File: config.mk
export PLATFORM = sky130hd
export DESIGN_NAME = dicom_rle_frame_decoder_core_flat
export DESIGN_NICKNAME = d
export VERILOG_FILES = /design/src/sv/dcmrle_pkg.sv /design/src/sv/dcmrle_if.sv /design/src/sv/dicom_rle_frame_decoder_core.sv /design/src/sv/dcmrle_front.sv /design/src/sv/dcmrle_queue.sv /design/src/sv/dcmrle_back.sv /design/src/flat_wrapper.sv
export SDC_FILE = /design/constraint.sdc
export NUM_CORES = 1
export LEC_CHECK = 0
export BUFFER_PORTS_ARGS = -buffer_cell sky130_fd_sc_hd__clkbuf_2
export CAP_MARGIN = 15
export CORE_ASPECT_RATIO = 1.1
export CORE_MARGIN = 4
export CORE_UTILIZATION = 50
export DETAILED_ROUTE_END_ITERATION = 7
export PLACE_DENSITY = 0.66
export SETUP_SLACK_MARGIN = 0.2
export SYNTH_ARGS = -nofsm -noshare
export SYNTH_HDL_FRONTEND = slang
export SYNTH_SLANG_ARGS = --single-unit
File: constraint.sdc
create_clock -name clock -period 18.08 [get_ports clock]
set_clock_uncertainty 0.1 [all_clocks]
set_input_delay 1.808 -clock clock [delete_from_list [all_inputs] [get_ports clock]]
set_output_delay 1.808 -clock clock [all_outputs]
set_load 0.005 [all_outputs]
File: src/sv/dcmrle_pkg.sv
// ----------------------------------------------------------------------------
// dcmrle_pkg
// Shared types and constants for the RLE frame decoder: the command that the
// front end queues for the back end, error codes and fixed header layout.
// ----------------------------------------------------------------------------
package dcmrle_pkg;

   localparam int HEADER_BYTES = 64;
   localparam int OUT_LANES    = 4;
   localparam int QUEUE_DEPTH  = 4;
   localparam int QPTR_W       = $clog2(QUEUE_DEPTH);
   localparam int QCNT_W       = $clog2(QUEUE_DEPTH + 1);

   typedef enum logic [1:0] {
      ERR_NONE         = 2'd0,
      ERR_SEG_COUNT    = 2'd1,
      ERR_FIRST_OFFSET = 2'd2
   } err_type;

   // count: bytes to emit (1 literal, run length for replicate, 0 status only)
   typedef struct packed {
      logic [7:0] byte_value;
      logic [7:0] count;
      logic [3:0] segment;
      err_type    error;
      logic       frame_last;
   } cmd_type;

   typedef struct packed {
      logic [31:0] data_word;
      logic [2:0]  byte_count;
      logic [3:0]  segment_number;
      logic [1:0]  error_code;
      logic        run_last;
      logic        frame_done;
   } rsp_type;

endpackage

File: src/sv/dcmrle_if.sv
// ----------------------------------------------------------------------------
// dcmrle channel interfaces
// Valid/ready channels for encoded input bytes and packed decoded results.
// ----------------------------------------------------------------------------
interface dcmrle_req_if;
   logic       valid;
   logic       ready;
   logic [7:0] byte_value;
   logic       frame_last;

   modport source (output valid, output byte_value, output frame_last, input ready);
   modport sink   (input valid, input byte_value, input frame_last, output ready);
endinterface

interface dcmrle_rsp_if;
   logic        valid;
   logic        ready;
   logic [31:0] data_word;
   logic [2:0]  byte_count;
   logic [3:0]  segment_number;
   logic [1:0]  error_code;
   logic        run_last;
   logic        frame_done;

   modport source (output valid, output data_word, output byte_count,
                   output segment_number, output error_code, output run_last,
                   output frame_done, input ready);
   modport sink   (input valid, input data_word, input byte_count,
                   input segment_number, input error_code, input run_last,
                   input frame_done, output ready);
endinterface

File: src/sv/dicom_rle_frame_decoder_core.sv
// ----------------------------------------------------------------------------
// dicom_rle_frame_decoder_core
// RLE lossless (PackBits) frame decoder: header parse, segment tracking and
// packed output of decoded bytes.
// ----------------------------------------------------------------------------
// Feed one encoded frame byte per transaction, header included, frame_last on
// the final byte. Header and literal bytes are taken at one per cycle while
// the queue has room and no segment step is pending; a replicate run of n
// bytes leaves the output side as ceil(n/OUT_LANES) packed words, and input
// stalls once the four-entry command queue between the parser and the output
// packer fills. Each segment boundary crossed holds off the byte at that
// position while the parser steps to the next segment, since the parser
// compares one stored offset per cycle. Results pass through the command
// queue and the output register. A bad segment count or first offset gives
// one status result with an error code, and the rest of that frame is dropped until frame_last.
// ----------------------------------------------------------------------------
module dicom_rle_frame_decoder_core #(
   parameter int MAX_SEGMENTS = 15
) (
   input  logic         clock,
   input  logic         reset,
   dcmrle_req_if.sink   req_if,
   dcmrle_rsp_if.source rsp_if
);

   logic                q_full;
   logic                push;
   dcmrle_pkg::cmd_type push_cmd;
   logic                pop;
   logic                not_empty;
   dcmrle_pkg::cmd_type head;

   dcmrle_front #(
      .MAX_SEGMENTS (MAX_SEGMENTS)
   ) u_front (
      .clock    (clock),
      .reset    (reset),
      .req_if   (req_if),
      .q_full   (q_full),
      .push     (push),
      .push_cmd (push_cmd)
   );

   dcmrle_queue u_queue (
      .clock     (clock),
      .reset     (reset),
      .push      (push),
      .push_cmd  (push_cmd),
      .full      (q_full),
      .pop       (pop),
      .not_empty (not_empty),
      .head      (head)
   );

   dcmrle_back u_back (
      .clock     (clock),
      .reset     (reset),
      .not_empty (not_empty),
      .head      (head),
      .pop       (pop),
      .rsp_if    (rsp_if)
   );

endmodule

File: src/sv/dcmrle_front.sv
// ----------------------------------------------------------------------------
// dcmrle_front
// Header parser and PackBits control decoder. Each accepted byte yields at
// most one command for the back end.
// ----------------------------------------------------------------------------
module dcmrle_front #(
   parameter int MAX_SEGMENTS = 15
) (
   input  logic                clock,
   input  logic                reset,
   dcmrle_req_if.sink          req_if,
   input  logic                q_full,
   output logic                push,
   output dcmrle_pkg::cmd_type push_cmd
);

   localparam int IDX_W = (MAX_SEGMENTS > 1) ? $clog2(MAX_SEGMENTS) : 1;

   typedef enum logic [1:0] {
      PH_HEADER  = 2'd0,
      PH_CONTROL = 2'd1,
      PH_LITERAL = 2'd2,
      PH_REPEAT  = 2'd3
   } phase_type;

   logic [31:0] pos_ff, pos_in;
   logic [31:0] asm_ff, asm_in;
   logic [3:0]  total_ff, total_in;
   logic [3:0]  cur_ff, cur_in;
   phase_type   phase_ff, phase_in;
   logic [7:0]  run_ff, run_in;
   logic        failed_ff, failed_in;

   logic [31:0] off_ff [MAX_SEGMENTS];
   logic             off_we;
   logic [IDX_W-1:0] off_wa;

   logic [3:0]  cur_nxt;
   logic        adv_pending;
   logic        accept;
   logic [7:0]  b;
   logic [31:0] hdr_word;
   logic [3:0]  hdr_idx;
   logic        hdr_err;
   dcmrle_pkg::cmd_type cmd;
   logic        cmd_vld;

   assign b        = req_if.byte_value;
   assign cur_nxt  = cur_ff + 4'd1;
   assign hdr_word = {b, asm_ff[31:8]};
   assign hdr_idx  = pos_ff[5:2];

   // one segment step per cycle; the byte waits until the segment is settled
   assign adv_pending = (phase_ff != PH_HEADER) && !failed_ff
                        && (cur_nxt < total_ff)
                        && ({1'b0, cur_nxt} < 5'(MAX_SEGMENTS))
                        && (pos_ff >= off_ff[cur_nxt[IDX_W-1:0]]);

   assign req_if.ready = !adv_pending && !q_full;
   assign accept       = req_if.valid && req_if.ready;

   always_comb begin
      pos_in    = pos_ff;
      asm_in    = asm_ff;
      total_in  = total_ff;
      cur_in    = cur_ff;
      phase_in  = phase_ff;
      run_in    = run_ff;
      failed_in = failed_ff;
      off_we    = 1'b0;
      off_wa    = IDX_W'(hdr_idx - 4'd1);
      hdr_err   = 1'b0;
      cmd_vld   = 1'b0;
      cmd       = '{byte_value: b, count: 8'd0, segment: cur_ff,
                    error: dcmrle_pkg::ERR_NONE, frame_last: req_if.frame_last};

      if (adv_pending) begin
         cur_in   = cur_nxt;
         phase_in = PH_CONTROL;
         run_in   = '0;
      end else if (accept) begin
         if (!failed_ff) begin
            case (phase_ff)
               PH_HEADER: begin
                  asm_in = hdr_word;
                  if (pos_ff[1:0] == 2'd3) begin
                     if (hdr_idx == 4'd0) begin
                        if (hdr_word == 32'd0 || hdr_word > 32'(MAX_SEGMENTS)) begin
                           hdr_err   = 1'b1;
                           cmd.error = dcmrle_pkg::ERR_SEG_COUNT;
                        end else begin
                           total_in = hdr_word[3:0];
                        end
                     end else if ({1'b0, hdr_idx - 4'd1} < 5'(MAX_SEGMENTS)) begin
                        off_we = 1'b1;
                        if (hdr_idx == 4'd1 && hdr_word != 32'(dcmrle_pkg::HEADER_BYTES)) begin
                           hdr_err   = 1'b1;
                           cmd.error = dcmrle_pkg::ERR_FIRST_OFFSET;
                        end
                     end
                  end
                  if (hdr_err) begin
                     failed_in   = 1'b1;
                     cmd_vld     = 1'b1;
                     cmd.segment = '0;
                  end else if (pos_ff == 32'(dcmrle_pkg::HEADER_BYTES - 1)) begin
                     phase_in = PH_CONTROL;
                     cur_in   = '0;
                     run_in   = '0;
                  end
               end
               PH_CONTROL: begin
                  if (b < 8'd128) begin
                     run_in   = b + 8'd1;
                     phase_in = PH_LITERAL;
                  end else if (b > 8'd128) begin
                     run_in   = 8'(9'd257 - {1'b0, b});
                     phase_in = PH_REPEAT;
                  end
               end
               PH_LITERAL: begin
                  cmd_vld   = 1'b1;
                  cmd.count = 8'd1;
                  run_in    = run_ff - 8'd1;
                  if (run_ff == 8'd1) begin
                     phase_in = PH_CONTROL;
                  end
               end
               PH_REPEAT: begin
                  cmd_vld   = 1'b1;
                  cmd.count = run_ff;
                  run_in    = '0;
                  phase_in  = PH_CONTROL;
               end
               default: begin
                  phase_in = PH_HEADER;
               end
            endcase
         end

         pos_in = (pos_ff == '1) ? pos_ff : pos_ff + 32'd1;

         if (req_if.frame_last) begin
            if (!cmd_vld) begin
               cmd.count   = '0;
               cmd.segment = '0;
               cmd.error   = dcmrle_pkg::ERR_NONE;
            end
            cmd_vld   = 1'b1;
            pos_in    = '0;
            asm_in    = '0;
            total_in  = '0;
            cur_in    = '0;
            phase_in  = PH_HEADER;
            run_in    = '0;
            failed_in = 1'b0;
         end
      end
   end

   assign push     = accept && cmd_vld;
   assign push_cmd = cmd;

   always_ff @(posedge clock) begin
      if (reset) begin
         pos_ff    <= '0;
         asm_ff    <= '0;
         total_ff  <= '0;
         cur_ff    <= '0;
         phase_ff  <= PH_HEADER;
         run_ff    <= '0;
         failed_ff <= 1'b0;
      end else begin
         pos_ff    <= pos_in;
         asm_ff    <= asm_in;
         total_ff  <= total_in;
         cur_ff    <= cur_in;
         phase_ff  <= phase_in;
         run_ff    <= run_in;
         failed_ff <= failed_in;
      end
   end

   // segment offset table, written from each header's offset fields as they arrive
   always_ff @(posedge clock) begin
      if (off_we && accept) begin
         off_ff[off_wa] <= hdr_word;
      end
   end

   a_frame_end_clears: assert property (@(posedge clock) disable iff (reset)
      accept && req_if.frame_last |=> phase_ff == PH_HEADER && pos_ff == '0 && !failed_ff)
      else $error("frame state not cleared after last byte");

   a_adv_step: assert property (@(posedge clock) disable iff (reset)
      adv_pending |=> cur_ff == $past(cur_nxt) && phase_ff == PH_CONTROL)
      else $error("segment advance did not take one step");

   a_seg_range: assert property (@(posedge clock) disable iff (reset)
      {1'b0, cur_ff} < 5'(MAX_SEGMENTS) || cur_ff == '0)
      else $error("current segment beyond table");

endmodule

File: src/sv/dcmrle_queue.sv
// ----------------------------------------------------------------------------
// dcmrle_queue
// Small command FIFO between the front end and the back end.
// ----------------------------------------------------------------------------
module dcmrle_queue (
   input  logic                clock,
   input  logic                reset,
   input  logic                push,
   input  dcmrle_pkg::cmd_type push_cmd,
   output logic                full,
   input  logic                pop,
   output logic                not_empty,
   output dcmrle_pkg::cmd_type head
);

   dcmrle_pkg::cmd_type q_ff [dcmrle_pkg::QUEUE_DEPTH];
   logic [dcmrle_pkg::QPTR_W-1:0] wr_ptr_ff, rd_ptr_ff;
   logic [dcmrle_pkg::QCNT_W-1:0] count_ff;

   assign full      = (count_ff == dcmrle_pkg::QCNT_W'(dcmrle_pkg::QUEUE_DEPTH));
   assign not_empty = (count_ff != '0);
   assign head      = q_ff[rd_ptr_ff];

   always_ff @(posedge clock) begin
      if (reset) begin
         wr_ptr_ff <= '0;
         rd_ptr_ff <= '0;
         count_ff  <= '0;
      end else begin
         if (push) begin
            wr_ptr_ff <= wr_ptr_ff + 1'b1;
         end
         if (pop) begin
            rd_ptr_ff <= rd_ptr_ff + 1'b1;
         end
         if (push && !pop) begin
            count_ff <= count_ff + 1'b1;
         end else if (pop && !push) begin
            count_ff <= count_ff - 1'b1;
         end
      end
   end

   always_ff @(posedge clock) begin
      if (push) begin
         q_ff[wr_ptr_ff] <= push_cmd;
      end
   end

   a_no_overflow: assert property (@(posedge clock) disable iff (reset)
      push |-> !full || pop)
      else $error("push into full command queue");

   a_no_underflow: assert property (@(posedge clock) disable iff (reset)
      pop |-> not_empty)
      else $error("pop from empty command queue");

endmodule

File: src/sv/dcmrle_back.sv
// ----------------------------------------------------------------------------
// dcmrle_back
// Executes queued commands: emits literal bytes, splits replicate runs into
// packed words of up to OUT_LANES bytes, and issues status results.
// ----------------------------------------------------------------------------
module dcmrle_back (
   input  logic                clock,
   input  logic                reset,
   input  logic                not_empty,
   input  dcmrle_pkg::cmd_type head,
   output logic                pop,
   dcmrle_rsp_if.source        rsp_if
);

   localparam logic [7:0] LANES = 8'(dcmrle_pkg::OUT_LANES);

   logic                active_ff, active_in;
   dcmrle_pkg::cmd_type held_ff, held_in;
   logic                rsp_valid_ff, rsp_valid_in;
   dcmrle_pkg::rsp_type rsp_ff, rsp_in;

   dcmrle_pkg::cmd_type src;
   logic                src_vld;
   logic                out_free;
   logic                emit;
   logic [7:0]          chunk;
   logic [7:0]          rem_nxt;
   logic [31:0]         word;

   assign src      = active_ff ? held_ff : head;
   assign src_vld  = active_ff || not_empty;
   assign out_free = !rsp_valid_ff || rsp_if.ready;
   assign emit     = out_free && src_vld;
   assign pop      = out_free && !active_ff && not_empty;
   assign chunk    = (src.count < LANES) ? src.count : LANES;
   assign rem_nxt  = src.count - chunk;

   always_comb begin
      for (int i = 0; i < dcmrle_pkg::OUT_LANES; i++) begin
         word[8*i +: 8] = (8'(i) < chunk) ? src.byte_value : 8'd0;
      end
   end

   always_comb begin
      active_in    = active_ff;
      held_in      = held_ff;
      rsp_in       = rsp_ff;
      rsp_valid_in = rsp_valid_ff && !rsp_if.ready;
      if (emit) begin
         rsp_valid_in          = 1'b1;
         rsp_in.data_word      = word;
         rsp_in.byte_count     = chunk[2:0];
         rsp_in.segment_number = src.segment;
         rsp_in.error_code     = src.error;
         rsp_in.run_last       = (rem_nxt == '0);
         rsp_in.frame_done     = (rem_nxt == '0) && src.frame_last;
         held_in               = src;
         held_in.count         = rem_nxt;
         active_in             = (rem_nxt != '0);
      end
   end

   always_ff @(posedge clock) begin
      if (reset) begin
         active_ff    <= 1'b0;
         rsp_valid_ff <= 1'b0;
      end else begin
         active_ff    <= active_in;
         rsp_valid_ff <= rsp_valid_in;
      end
      held_ff <= held_in;
      rsp_ff  <= rsp_in;
   end

   assign rsp_if.valid          = rsp_valid_ff;
   assign rsp_if.data_word      = rsp_ff.data_word;
   assign rsp_if.byte_count     = rsp_ff.byte_count;
   assign rsp_if.segment_number = rsp_ff.segment_number;
   assign rsp_if.error_code     = rsp_ff.error_code;
   assign rsp_if.run_last       = rsp_ff.run_last;
   assign rsp_if.frame_done     = rsp_ff.frame_done;

   a_status_is_final: assert property (@(posedge clock) disable iff (reset)
      rsp_valid_ff && rsp_ff.byte_count == '0 |-> rsp_ff.run_last)
      else $error("status-only result not marked last");

   a_done_is_last: assert property (@(posedge clock) disable iff (reset)
      rsp_valid_ff && rsp_ff.frame_done |-> rsp_ff.run_last)
      else $error("frame_done without run_last");

   a_no_pop_mid_run: assert property (@(posedge clock) disable iff (reset)
      active_ff |-> !pop)
      else $error("queue popped while a run is still draining");

endmodule

File: src/flat_wrapper.sv
// flat-port wrapper written by rule: the top's interface ports become plain ports
module dicom_rle_frame_decoder_core_flat 
#(
   parameter int MAX_SEGMENTS = 15
)
  (clock, reset, req_if_valid, req_if_byte_value, req_if_frame_last, req_if_ready, rsp_if_valid, rsp_if_data_word, rsp_if_byte_count, rsp_if_segment_number, rsp_if_error_code, rsp_if_run_last, rsp_if_frame_done, rsp_if_ready);
  dcmrle_req_if req_if_i ();
  dcmrle_rsp_if rsp_if_i ();
  input  logic clock;
  input  logic reset;
  input wire logic [$bits(req_if_i.valid)-1:0] req_if_valid;
  input wire logic [$bits(req_if_i.byte_value)-1:0] req_if_byte_value;
  input wire logic [$bits(req_if_i.frame_last)-1:0] req_if_frame_last;
  output wire logic [$bits(req_if_i.ready)-1:0] req_if_ready;
  output wire logic [$bits(rsp_if_i.valid)-1:0] rsp_if_valid;
  output wire logic [$bits(rsp_if_i.data_word)-1:0] rsp_if_data_word;
  output wire logic [$bits(rsp_if_i.byte_count)-1:0] rsp_if_byte_count;
  output wire logic [$bits(rsp_if_i.segment_number)-1:0] rsp_if_segment_number;
  output wire logic [$bits(rsp_if_i.error_code)-1:0] rsp_if_error_code;
  output wire logic [$bits(rsp_if_i.run_last)-1:0] rsp_if_run_last;
  output wire logic [$bits(rsp_if_i.frame_done)-1:0] rsp_if_frame_done;
  input wire logic [$bits(rsp_if_i.ready)-1:0] rsp_if_ready;
  assign req_if_i.valid = req_if_valid;
  assign req_if_i.byte_value = req_if_byte_value;
  assign req_if_i.frame_last = req_if_frame_last;
  assign req_if_ready = req_if_i.ready;
  assign rsp_if_valid = rsp_if_i.valid;
  assign rsp_if_data_word = rsp_if_i.data_word;
  assign rsp_if_byte_count = rsp_if_i.byte_count;
  assign rsp_if_segment_number = rsp_if_i.segment_number;
  assign rsp_if_error_code = rsp_if_i.error_code;
  assign rsp_if_run_last = rsp_if_i.run_last;
  assign rsp_if_frame_done = rsp_if_i.frame_done;
  assign rsp_if_i.ready = rsp_if_ready;
  dicom_rle_frame_decoder_core #(.MAX_SEGMENTS(MAX_SEGMENTS)) u_core (.clock(clock), .reset(reset), .req_if(req_if_i), .rsp_if(rsp_if_i));
endmodule
After elaboration in Yosys (flattened, before gate mapping)
Memory sizes are Yosys's and may differ from the RTL's. A register that Yosys moved wholly into a read port is not among the register bits.
Cells that the tools add are included.
{"block": "totals", "ff_bits": 152, "mem_bits_rw": 572, "input_bits": 13, "out_inout_bits": 45, "wordCells": 213, "mem_count": 2}
{"block": "classes", "n_addsub": 11, "magnitude_cmp": 12, "n_eq_ne": 23, "mux": 86, "bitwise": 2, "reduce_logical": 52}
{"memory": "u_core.u_front.off_ff", "depth": 15, "word_bits": 32, "read_ports": 1, "rd_clocked_by_memory_dff": 0, "write_ports": 1, "line_no": "dcmrle_front.sv:34", "rtl": "logic [31:0] off_ff [MAX_SEGMENTS];"}
{"memory": "u_core.u_queue.q_ff", "depth": 4, "word_bits": 23, "read_ports": 1, "rd_clocked_by_memory_dff": 1, "write_ports": 1, "line_no": "dcmrle_queue.sv:16", "rtl": "dcmrle_pkg::cmd_type q_ff [dcmrle_pkg::QUEUE_DEPTH];"}
{"op": "$mux 32", "n": 5}
{"op": "$mux 14", "n": 5}
{"op": "$mux 4", "n": 14}
{"op": "$mux 8", "n": 7}
{"op": "$mux 1", "n": 34}
{"op": "$add 32x1->32 const B", "n": 1}
{"op": "$eq 32x32->1 const B", "n": 1}
{"op": "$eq 32x6->1 const B", "n": 1}
{"op": "$ge 32x32->1", "n": 1}
{"op": "$gt 32x4->1 const B", "n": 1}
{"op": "$logic_not 32->1", "n": 1}
{"op": "$ne 32x7->1 const B", "n": 1}
{"op": "$pmux 8 s4", "n": 1}
{"op": "$mux 2", "n": 13}
{"op": "$mux 23", "n": 1}
{"op": "$logic_and 1x1->1", "n": 16}
{"op": "$lt 1x8->1 const A", "n": 2}
{"op": "$lt 2x8->1 const A", "n": 2}
{"op": "$ne 4x4->1 const B", "n": 4}
{"op": "$pmux 8 s2", "n": 1}
{"op": "$ne 3x3->1 const B", "n": 4}
{"op": "$reduce_and 6->1", "n": 2}
{"op": "$reduce_bool 2->1", "n": 6}
{"op": "$reduce_and 5->1", "n": 2}
{"op": "39 further kinds", "n": 60}

Longest topological paths before layout
{"block": "logic_depth", "ltp_word": 23, "depth_mapped": 24, "depth_no_buf": 20}

Cells and area by module
From an unflattened synthesis, not the netlist that was laid out.
{"block": "unflattened", "cells_unflattened": 1780, "hier_area_um2": 29956.2}
{"module": "dcmrle_front", "n_inst": 1, "cells_each": 1425, "area_each_um2": 23546.3, "seq_area_each_um2": 15915.3}
{"module": "dcmrle_queue", "n_inst": 1, "cells_each": 164, "area_each_um2": 3783.6, "seq_area_each_um2": 2942.8}
{"module": "dcmrle_back", "n_inst": 1, "cells_each": 191, "area_each_um2": 2626.3, "seq_area_each_um2": 1841.8}

Worst setup path before layout
OpenSTA, ideal clock, no wires.
{"block": "synth_timing", "path_type": "register to register", "startpoint": "register u_core.u_front.cur_ff[0]", "endpoint": "memory u_core.u_front.off_ff[11][0], enable pin", "setup_time_ps": 502, "arrival_time_ps": 7639, "t_required_ps": 17478, "slack_ps": 9839, "path_stages_with_launch": 19, "path_buffers": 7, "synth_period_minus_slack_ps": 8241, "cell_sequence": "dfxtp_1 > buf_2 > buf_2 > buf_1 > buf_2 > inv_1 > ha_1 > clkbuf_1 > clkbuf_1 > mux4_2 > ha_1 > nand2b_1 > a2111oi_0 > a2111oi_0 > o31a_1 > o21ai_2 > buf_2 > nand3_1 > nor4_1"}
{"block": "synth_between", "elab_chain_len": 13, "word_cells_on_any_way": 16, "classes_between": "1 x add/sub; 3 x order compare; 4 x mux; 7 x reduce/logical; 1 x memory"}
{"element": "from (decl)", "line_no": "dcmrle_front.sv:29", "rtl": "logic [3:0] cur_ff, cur_in;"}
{"element": "from (signal assigned)", "line_no": "dcmrle_front.sv:177", "rtl": "cur_ff <= cur_in;"}
{"element": "$add 4x1->4 (*)", "line_no": "dcmrle_front.sv:49", "rtl": "assign cur_nxt = cur_ff + 4'd1;"}
{"element": "parallel branches: the longest is 3 deep, another holds $mem_v2 15x32"}
{"element": "$logic_and 1x1->1 (*)", "line_no": "dcmrle_front.sv:57", "rtl": "&& (pos_ff >= off_ff[cur_nxt[IDX_W-1:0]]);"}
{"element": "$logic_not 1->1", "line_no": "dcmrle_front.sv:59", "rtl": "assign req_if.ready = !adv_pending && !q_full;"}
{"element": "$logic_and 1x1->1", "line_no": "dcmrle_front.sv:59"}
{"element": "$logic_and 1x1->1", "line_no": "dcmrle_front.sv:60", "rtl": "assign accept = req_if.valid && req_if.ready;"}
{"element": "$mux 1", "line_no": "dcmrle_front.sv:81", "rtl": "end else if (accept) begin"}
{"element": "$mux 1", "line_no": "dcmrle_front.sv:77", "rtl": "if (adv_pending) begin"}
{"element": "$logic_and 1x1->1 (*)", "line_no": "dcmrle_front.sv:186", "rtl": "if (off_we && accept) begin"}
{"element": "$mux 1 (*)", "line_no": "dcmrle_front.sv:186"}
{"element": "$mux 1 (not written as such) (*)", "line_no": "dcmrle_front.sv:187", "rtl": "off_ff[off_wa] <= hdr_word;"}
{"element": "to (decl)", "line_no": "dcmrle_front.sv:34"}
Mark *: on every way between the ends.

Worst setup path after layout
{"block": "layout_timing", "startpoint": "register u_core.u_front.cur_ff[0]", "endpoint": "output req_if_ready"}
{"block": "layout_between", "elab_chain_len": 7, "word_cells_on_any_way": 10, "classes_between": "1 x add/sub; 3 x order compare; 5 x reduce/logical; 1 x memory"}
{"element": "$add 4x1->4 (*)", "line_no": "dcmrle_front.sv:49"}
{"element": "parallel branches: the longest is 3 deep, another holds $mem_v2 15x32"}
{"element": "$logic_and 1x1->1 (*)", "line_no": "dcmrle_front.sv:57"}
{"element": "$logic_not 1->1 (*)", "line_no": "dcmrle_front.sv:59"}
{"element": "$logic_and 1x1->1 (*)", "line_no": "dcmrle_front.sv:59"}
{"element": "to (decl)", "line_no": "flat_wrapper.sv:14", "rtl": "output wire logic [$bits(req_if_i.ready)-1:0] req_if_ready;"}
Marks and branches as above.

==> impl_metrics.tcl <==
set metrics [dict create \
    cts.sinks 718 \
    synth_edf_count 632 \
    setup_tns_ps 0 \
    synth_seq_cells 718 \
    tightest_slew_ps 1020 \
    drt-pass1-iter-count 5 \
    ff_latch_area_um2 20700 \
    nets 1972 \
    end_kind "output port" \
    path_buf_inv 4 \
    area_growth_pct 11.8 \
    ys_types 72 \
    crit_path_start_kind "flip-flop" \
    overflow 0 \
    netlist_area_um2 30300 \
    place_congestion 0.855 \
    crit_path_top_delay_cell "buf_4" \
    slew-limit-headroom_pct 32.0 \
    reg2reg_from "u_core.u_front.cur_ff[0]" \
    grt.total_usage_pct 21.3 \
    fillCellCount 4582 \
    yosysWarnings 0 \
    avgSynthCellArea_um2 16.5 \
    cts-root-buf "clkbuf_16" \
    p_per_area_nw_per_um2 114 \
    rows 94 \
    cts_buffer_depth 3 \
    rsz0062_at_grt "no" \
    utilization_pct 56.6 \
    reg2regPathDepth 16 \
    slowest_delay_ps 800 \
    hold_buffers 0 \
    ys.flop_type "edfxtp_1" \
    initialDrtViolationCount 1607 \
    hold_violations 0 \
    fp.dieW_um 243 \
    cp.arrival_ps 5700 \
    slew_violations 0 \
    cts_max_level 3 \
    cts_buffers 72 \
    synth_nets 1911 \
    worstReg2RegEnd "u_core.u_front.off_ff[10][1]" \
    yosys.area.top_type "edfxtp_1" \
    coreArea_um2 60000 \
    wl_per_cell_um 25.1 \
    min_path_type "flip-flop to flip-flop" \
    ctsResizeCount 0 \
    period_share_pct 42.1 \
    die_h_um 266 \
    syn_inst 1841 \
    ff2ff_setup_slack_ps 11160 \
    postRouteAntennaNets 0 \
    cts.reportedPaths.clkPinSlew_ps 60 \
    whs_ps 369 \
    drv_cap 0 \
    crit_start "u_core.u_front.cur_ff[0]" \
    diodes 0 \
    start_util_pct 50.6 \
    cts_tree "done" \
    drcViolationCount 0 \
    crit_cells 12 \
    multi_input_area_um2 8940 \
    min_from "u_core.u_front.total_ff[2]" \
    synthTopCellsByArea "edfxtp_1 (63%), mux4_2 (11%), dfxtp_1 (5.7%)" \
    worst-path-max-fanout 51 \
    synth.most_common_cell "edfxtp_1" \
    vias 16883 \
    yosysTopAreaCellShare_pct 62.5 \
    yosysSeqAreaShare_pct 68.2 \
    io_pins 58 \
    power.leakage_uw 0.0111 \
    layout-drive-gt1-share_pct 21.8 \
    grt_pass1_wl_um 105000 \
    path_cells "buf_4, buf_4, mux4_2, mux4_2, inv_1, ha_1, nand4_1, a2111oi_0, o31a_1, o21a_2, a21oi_1, clkbuf_2" \
    run_status "completed" \
    clock_latency_ps 610 \
    first_global_vias 16854 \
    viasPerCell 6.19 \
    dieArea_um2 64700 \
    port_buffers 57 \
    finalSetupViolations 0 \
    place_hpwl_um 38900 \
    critical-path-top-delay-family "buffers and inverters" \
    grt_max_degree 76 \
    path_class "flip-flop to output port" \
    routed_wl_um 68300 \
    finalCriticalPeriod_ps 7610 \
    synth_async_sr_flop_share_pct 0 \
    antenna_found_initial 0 \
    crit_required_ps 16170 \
    yosys-top-cells-count "edfxtp_1 (632), mux4_2 (149), inv_1 (87)" \
    worstSetupEndpoint "req_if_ready" \
    max_freq_mhz 131 \
    cts_setup_buffers 0 \
    ir_drop_mv 0.130 \
]
logic make-up (layout without fill, tap and decap cells):
family          after synthesis  in the layout  share of synthesized area [%]
fa+ha+maj                    57             57                           2.38
mux                         216            216                           13.4
buf+inv                     204            321                           2.73
flops                       718            718                           68.2
simple gates                370            370                           6.52
compound gates              258            258                           6.24
xor+xnor                     18             18                          0.544
worst min-delay path, stage by stage, from the launching register on:
cell and delay (ps):
dfxtp_1 310, o31ai_1 60, a21oi_1 50
area by class of cell:
class / count / share of cell area [%]
inverter: 88 / 0.973
clock buffer: 84 / 5.53
sequential: 718 / 61.0
tap: 768 / 2.83
timing repair buffer: 103 / 1.86
multi-input combinational: 919 / 26.4
clock inverter: 46 / 1.44
placed cells by master, fill, tap and decap left out, types with 10 or more instances in the layout:
master       n
edfxtp_1   632
mux4_2     149
inv_1       87
dfxtp_1     84
clkbuf_16   73
nor2_1      72
a21oi_1     71
nand2_1     70
clkbuf_2    56
ha_1        55
mux2i_1     52
o21ai_0     48
buf_4       46
nand3_1     31
o311ai_1    25
nand4_1     24
nor4_1      24
o31ai_1     24
nor3_1      22
or4_1       20
o41ai_2     20
and3_1      19
nor2b_1     17
and2_1      14
mux2_2      12
clkinv_2    12
clkinv_1    12
nor2_4      11
a211oi_1    10
a311o_1     10
clkbuf_1    10
metal layers:
layer	GRT usage (%)	share of wire, %	vias up
met5	0	0	-
met4	6.54	2.5	0
met3	3.38	6.1	104
met2	35.3	50	576
met1	29.3	42	8725
li1	-	-	7478
worst min path at each step:
stage | endpoint | slack [ps] | cells after the start
6_report | u_core.u_front.total_ff[2] | 370 | 2
4_1_cts | u_core.u_front.total_ff[0] | 370 | 2
3_5_place_dp | u_core.u_front.total_ff[0] | 360 | 2
2_1_floorplan | u_core.u_front.total_ff[0] | 340 | 2
3_3_place_gp | u_core.u_front.total_ff[1] | 360 | 2
5_1_grt | u_core.u_front.total_ff[2] | 400 | 2
power by group:
part | internal, µW | switching, µW
logic | 147 | 243
clock network | 865 | 625
registers | 1930 | 39.3
total | 2950 | 907
registers in the layout (all words and copies together) (netlist names), 3 cells and up, named ones only:
signal and flops:
u_core.u_front.off_ff 480, u_core.u_queue.q_ff 92, u_core.u_back.rsp_if.data_word 32, u_core.u_front.pos_ff 32
u_core.u_front.asm_ff 24, u_core.u_back.held_ff 17, u_core.u_front.run_ff 8, u_core.u_back.rsp_if.segment_number 4
u_core.u_front.cur_ff 4, u_core.u_front.total_ff 4, u_core.u_back.rsp_if.byte_count 3, u_core.u_queue.count_ff 3
metrics by stage:
stage / total power (µW) / setup slack [ps] / std cells / area [µm²]
CTS: 3890 / 10360 / 2726 / 33900
global placement: 2390 / 11040 / 2596 / 31600
finish: 3850 / 10470 / 2726 / 33900
detailed placement: 2400 / 11020 / 2596 / 31600
global route: 4010 / 10030 / 2726 / 33900
floorplan: 2270 / 9840 / 1841 / 30300
Power figures use the tool's default switching activity.
